--- config.mk ---
export PLATFORM = sky130hd
export DESIGN_NAME = v3a_iter
export DESIGN_NICKNAME = d
export VERILOG_FILES = /design/src/sv/v3a_pkg.sv /design/src/sv/v3a_iter.sv
export SDC_FILE = /design/constraint.sdc
export NUM_CORES = 1
export LEC_CHECK = 0
export ABC_AREA = 0
export BUFFER_PORTS_ARGS = -buffer_cell sky130_fd_sc_hd__buf_2
export CORE_AREA = 2 2 416 418
export DETAILED_ROUTE_END_ITERATION = 16
export DIE_AREA = 0 0 418 420
export GPL_TIMING_DRIVEN = 1
export PLACE_DENSITY = 0.37
export REMOVE_ABC_BUFFERS = 1
export SLEW_MARGIN = 25
export SYNTH_ARGS = -nofsm -noshare
export SYNTH_HDL_FRONTEND = slang
export SYNTH_SLANG_ARGS = --single-unit
--- constraint.sdc ---
create_clock -name clk -period 2.85 [get_ports clk]
set_clock_uncertainty 0.15 [all_clocks]
set_input_delay 0.1425 -clock clk [delete_from_list [all_inputs] [get_ports clk]]
set_output_delay 0.1425 -clock clk [all_outputs]
set_load 0.02 [all_outputs]
--- src/sv/v3a_pkg.sv ---
// Shared types, widths, action and status codes for the vector3 fixed-point ALU.
// No dependencies; used by every module of the block.
`default_nettype none

package v3a_pkg;

  localparam int W      = 32;           // word width
  localparam int F      = 16;           // fraction bits
  localparam int QW     = W + F;        // divider quotient width / divider steps
  localparam int WIDE   = 2 * W + 2;    // exact width of sums of products
  localparam int AW     = 4;            // action code width
  localparam int SW     = 2;            // status width
  localparam int IN_DW  = ((7 * W + 7) / 8) * 8;
  localparam int OUT_DW = ((4 * W + 7) / 8) * 8;

  localparam logic [AW-1:0] ACT_ADD   = 4'd0;
  localparam logic [AW-1:0] ACT_SUB   = 4'd1;
  localparam logic [AW-1:0] ACT_SCALE = 4'd2;
  localparam logic [AW-1:0] ACT_DIV   = 4'd3;
  localparam logic [AW-1:0] ACT_DOT   = 4'd4;
  localparam logic [AW-1:0] ACT_CROSS = 4'd5;
  localparam logic [AW-1:0] ACT_SQ    = 4'd6;
  localparam logic [AW-1:0] ACT_MAG   = 4'd7;
  localparam logic [AW-1:0] ACT_DIST  = 4'd8;

  localparam logic [SW-1:0] ST_OK   = 2'd0;
  localparam logic [SW-1:0] ST_DIVZ = 2'd1;
  localparam logic [SW-1:0] ST_SAT  = 2'd2;

  typedef struct packed {
    logic [W-1:0] v;
    logic         s;
  } sat_t;

  // State carried through the divide / square-root step chain.
  typedef struct packed {
    logic [AW-1:0]         act;
    logic                  sat;
    logic                  dz;
    logic [2:0]            neg;
    logic [2:0][W-1:0]     rem;
    logic [2:0][QW-1:0]    nq;     // numerator shifting out, quotient shifting in
    logic [W-1:0]          dm;
    logic [W-1:0]          root;
    logic [W+1:0]          srem;
    logic [2*W-1:0]        srad;
    logic [3:0][W-1:0]     res;    // x, y, z, scalar for actions done up front
  } iter_t;

  // Clamp an exact value into the signed word range.
  function automatic sat_t sat_word(input logic signed [WIDE-1:0] x);
    sat_t r;
    if (x[WIDE-1:W-1] == '0 || x[WIDE-1:W-1] == '1) begin
      r.v = x[W-1:0];
      r.s = 1'b0;
    end else begin
      r.s = 1'b1;
      r.v = x[WIDE-1] ? {1'b1, {(W-1){1'b0}}} : {1'b0, {(W-1){1'b1}}};
    end
    return r;
  endfunction

endpackage

`default_nettype wire

--- src/sv/v3a_iter.sv ---
// One registered step of the divide chain (three restoring-divide lanes)
// and of the digit-by-digit square root. Depends on v3a_pkg.
`default_nettype none

module v3a_iter (
  input  wire logic           clk,
  input  wire logic           rst,
  input  wire logic           en,
  input  wire logic           sqrt_on,
  input  wire logic           in_valid,
  input  v3a_pkg::iter_t      in,
  output logic                out_valid,
  output v3a_pkg::iter_t      out
);

  localparam int W  = v3a_pkg::W;
  localparam int QW = v3a_pkg::QW;

  v3a_pkg::iter_t nxt;
  logic [W:0]     t [3];
  logic [W:0]     d [3];
  logic [W+3:0]   st, tr, sd;

  always_comb begin
    nxt = in;
    for (int i = 0; i < 3; i++) begin
      t[i] = {in.rem[i], in.nq[i][QW-1]};
      d[i] = t[i] - {1'b0, in.dm};
      if (t[i] >= {1'b0, in.dm}) begin
        nxt.rem[i] = d[i][W-1:0];
        nxt.nq[i]  = {in.nq[i][QW-2:0], 1'b1};
      end else begin
        nxt.rem[i] = t[i][W-1:0];
        nxt.nq[i]  = {in.nq[i][QW-2:0], 1'b0};
      end
    end
    st = {in.srem, in.srad[2*W-1:2*W-2]};
    tr = {2'b00, in.root, 2'b01};
    sd = st - tr;
    if (sqrt_on) begin
      nxt.srad = {in.srad[2*W-3:0], 2'b00};
      if (st >= tr) begin
        nxt.srem = sd[W+1:0];
        nxt.root = {in.root[W-2:0], 1'b1};
      end else begin
        nxt.srem = st[W+1:0];
        nxt.root = {in.root[W-2:0], 1'b0};
      end
    end
  end

  always_ff @(posedge clk) begin
    if (rst) out_valid <= 1'b0;
    else if (en) out_valid <= in_valid;
  end

  always_ff @(posedge clk) begin
    if (en) out <= nxt;
  end

endmodule

`default_nettype wire

## Word level (Yosys, flattened, before mapping)

Cells that the tools add are included.

- Output and inout port bits: 540
- Logic and storage cells: 36
- Bits in registers: 540
- Input bits: 544

- $lt $le $gt $ge: 4
- Add/subtract/negate cells: 4
- Mux-type cells: 8

Operators with widths:

| kind | count |
|---|---|
| $mux 130 | 1 |
| $ge 33x32->1 | 3 |
| $mux 32 | 3 |
| $sub 32x32->32 | 3 |
| $ge 36x34->1 | 1 |
| $mux 35 | 1 |
| $sub 34x34->34 | 1 |
| $mux 1 | 3 |

## Longest topological paths before layout

- Depth in word-level cells: 3
- Depth in mapped cells: 14
- Depth with buffers taken out: 12

## Worst setup path before layout

Ideal clock, no wire load.

- Kind: input port to flip-flop
- Start: input in[268] (netlist bit)
- End: register out[453] (netlist bit), data pin
- Stages on the path: 12
- Path buffers: 2
- Library setup time: 0.260 ns
- Setup slack: 0.074 ns
- Arrival: 2.366 ns
- Required time: 2.440 ns
- Cells stage by stage: inv_1 -> ha_1 -> buf_2 -> a21oi_1 -> o211ai_1 -> a211oi_2 -> o41ai_2 -> a21oi_2 -> o21ai_2 -> o21ai_2 -> buf_4 -> mux2_4

RTL lines:

| what | line | source |
|---|---|---|
| start, declared | v3a_iter.sv:11 | `input v3a_pkg::iter_t in,` |
| end signal, assigned | v3a_iter.sv:58 | `if (en) out <= nxt;` |
| end, declared | v3a_iter.sv:13 | `output v3a_pkg::iter_t out` |

==> impl_metrics.csv <==
group,metric,value,unit
run_status,status,"complete, but fails checks",
run_status,violations,"hold timing, setup timing",
cts,clkTransAtPathRegs,60,ps
routing,via_per_inst,3.87,
power,power.switching,8.26,mW
final_layout,area_growth,88.7,%
grt,grt_pass1_vias,26700,
synth,synth_cell_types,77,
grt,grtUsageTotal,16.4,%
grt,grt_max_degree,68,
final_layout,drive_above_1_share,41.1,%
power,pwr-share-seq,36.4,%
sta,tns,-12.7,ps
final_layout,fin_area,48900,um2
setup_path,required,3130,ps
grt,antenna_found_initial,61,
synth,async_flop_share,0,%
floorplan,start_util,15.1,%
cts,cts_tree,"built",
setup_path,reg2regPathDepth,3,
setup_path,endpoint_kind,"register",
setup_path,timing.rr.start,"out_valid$_SDFFE_PP0P_",
final_layout,nNetsFinal,5056,
synth,syn-cell-area,25900,um2
cts,clock_path_buffers,3,
floorplan,core_area,171000,um2
cts,htree_levels,3,
synth,synth_top_cell_by_area,"edfxtp_1",
synth,synth_commonest_cells,"edfxtp_1 (539), a21oi_1 (178), nand2_1 (144)",
floorplan,die_w,418,um
routing,route.detailed.drc,0,
synth,synth_area_leaders,"edfxtp_1 (63%), ha_1 (6.3%), mux2_2 (4.1%)",
synth,yosys.area.top_type_share,62.5,%
final_layout,fill_cells,17900,
routing,via_count,25900,
floorplan,rows,152,
sta,holdWs,-352,ps
sta,setup_viol,1,
worst_hold_path,hp-class,"in2reg",
placement,place.gp.congestion,0.909,
power,peakVddDrop,358,uV
worst_hold_path,min-delay-start,"in[337]",
worst_hold_path,min_path_cells,3,
routing,first_pass_iters,5,
synth,synth_edf_count,539,
sta,timing.final.ws_setup,-12.7,ps
sta,period_share,100,%
setup_path,worstSetupStartpointType,"input pin",
sta,hold_violations,4,
synth,ys.flop_type,"edfxtp_1",
floorplan,die_h,420,um
cts,insertion_delay,660,ps
routing,drt_wl_total,151000,um
setup_path,r2r_slack,1580,ps
grt,grt_pass1_wl,202000,um
worst_hold_path,whs_endpoint,"out[434]$_DFFE_PP_",
power,power_density,562,nW/um2
routing,antenna_left,0,
placement,placed_area,37700,um2
placement,post-dp-hpwl,123000,um
floorplan,dieArea,176000,um2
synth,avgSynthCellArea,13.0,um2
synth,syn_inst,1988,
sta,max_freq,349,MHz
sta,tightestPinTransition,613,ps
routing,drtIter0Drc,1423,
power,p_int,19.2,mW
placement,port_buffers,1083,
power,p_leak,21.2,nW
synth,ys_ff_latch,540,
sta,max_slew_margin,58.5,%
power,finalPower,27.4,mW
sta,maxSlewViolCount,0,
routing,wire_per_inst,22.6,um
synth,ys_warn_count,0,
sta,min_period,2860,ps
power,p_comb_share,26.5,%
cts,numClockSinks,540,
cts,numCtsBuffers,71,
synth,yosysSeqAreaShare,62.6,%
setup_path,path_class,"in2reg",
setup_path,critPathArrivalTime,3140,ps
power,power.share.switching,30.1,%
cts,cts_root_buffer,"clkbuf_16",
setup_path,r2r-end,"out_valid$_SDFFE_PP0P_",
setup_path,path_max_fanout,6,
synth,yosysMostFrequentCell,"edfxtp_1",
floorplan,io_pins,1084,
run,maxCapViolCount,0,
grt,overflow,0,
power,power_frac_clock,37.1,%
power groups by stage:
stage	registers, mW	logic (mW)	clock network, mW
floorplan	11.1	1.83	0
global placement	10.2	6.29	0
detailed placement	10.1	6.27	0
CTS	9.99	7.28	10.5
global route	10.1	7.78	10.8
finish	9.99	7.27	10.2
metrics by stage:
| step | setup slack [ps] | std cells | utilization, % |
|---|---|---|---|
| 5_1_grt | -102 | 6680 | 28.6 |
| 4_1_cts | 9.07 | 6643 | 28.3 |
| 3_3_place_gp | -1100 | 5713 | 22.1 |
| 6_report | -12.7 | 6688 | 28.6 |
| 2_1_floorplan | -1400 | 1929 | - |
| 3_5_place_dp | -1050 | 5713 | 22.1 |
worst max-delay path by stage:
stage / cells past startpoint / startpoint / endpoint / slack, ps
floorplan: 10 / in[268] / out[501]$_DFFE_PP_ / -1400
global placement: 12 / in[277] / out[516]$_DFFE_PP_ / -1100
detailed placement: 12 / in[277] / out[516]$_DFFE_PP_ / -1050
CTS: 13 / in[479] / out[480]$_DFFE_PP_ / 9
global route: 15 / in[212] / out[202]$_DFFE_PP_ / -100
finish: 15 / in[212] / out[202]$_DFFE_PP_ / -10
routing by layer:
metal	track usage, %	wire, um	up-vias
li1	-	-	12300
met1	16.6	54000	12400
met2	32.1	82900	820
met3	2.72	6980	274
met4	8.00	7510	6
met5	0	41	-
cells by family after synthesis:
kind of cell | after synthesis | synth area share, %
xor+xnor | 111 | 3.75
fa+ha+maj | 133 | 6.51
compound gates | 506 | 11.9
mux | 126 | 5.34
flops | 540 | 62.6
simple gates | 416 | 7.39
buf+inv | 156 | 2.47
flip-flops by register name (all words and copies together), names as in the netlist:
register,cells
out_valid,1
out,539
area by class of cell:
type	count	area, um2	share of cell area (%)
diodes	19	47.5	0.0973
clock buffers	83	1840	3.77
inverters	97	364	0.745
multi-input cells	1293	9290	19.0
repair buffers	2376	17600	35.9
well taps	2233	2790	5.72
clock inverters	47	758	1.55
flip-flops and latches	540	16200	33.2
what timing repair did:
item                                   in CTS  in global routing
setup endpoints to repair                  33                 76
setup buffers                               6                 11
hold buffers                              793                 14
resized for setup                           2                 42
endpoints found under the hold margin     636                 18
pin swaps                                   3                  9
gates cloned                                1                  2
worst max-delay path, stage by stage:
cell and delay, ps:
dlygate4sd3_1 570, buf_2 160, ha_4 280, nand2_1 50
o21ai_1 150, buf_4 160, a21oi_1 60, a21oi_4 140
a31oi_2 110, o31ai_2 330, a31o_4 330, buf_12 160
mux2i_1 230, a21oi_2 100, buf_4 150
cell usage in the layout (no fill, tap or decap), types with 13 or more instances in the layout:
cell,synthesis,routed
o21ai_1,36,34
nand4_1,22,22
o21ai_0,107,106
edfxtp_1,539,539
clkinv_1,0,14
nor2b_1,21,19
a31oi_1,18,15
a21o_1,56,56
mux2_2,94,94
xnor2_1,65,65
buf_4,1,456
a21oi_1,178,169
and3_1,14,13
nand2b_1,16,15
buf_12,0,29
bufinv_16,0,17
buf_2,15,1080
xor2_1,46,46
inv_1,97,95
mux2i_1,31,28
nand2_1,144,144
dlygate4sd3_1,0,807
nor3_1,16,15
ha_1,130,127
nor2_1,127,126
clkbuf_16,0,74
o21a_1,15,15
nand3_1,24,24
diode_2,0,19
Note: power is estimated with default switching activity, not from simulation.
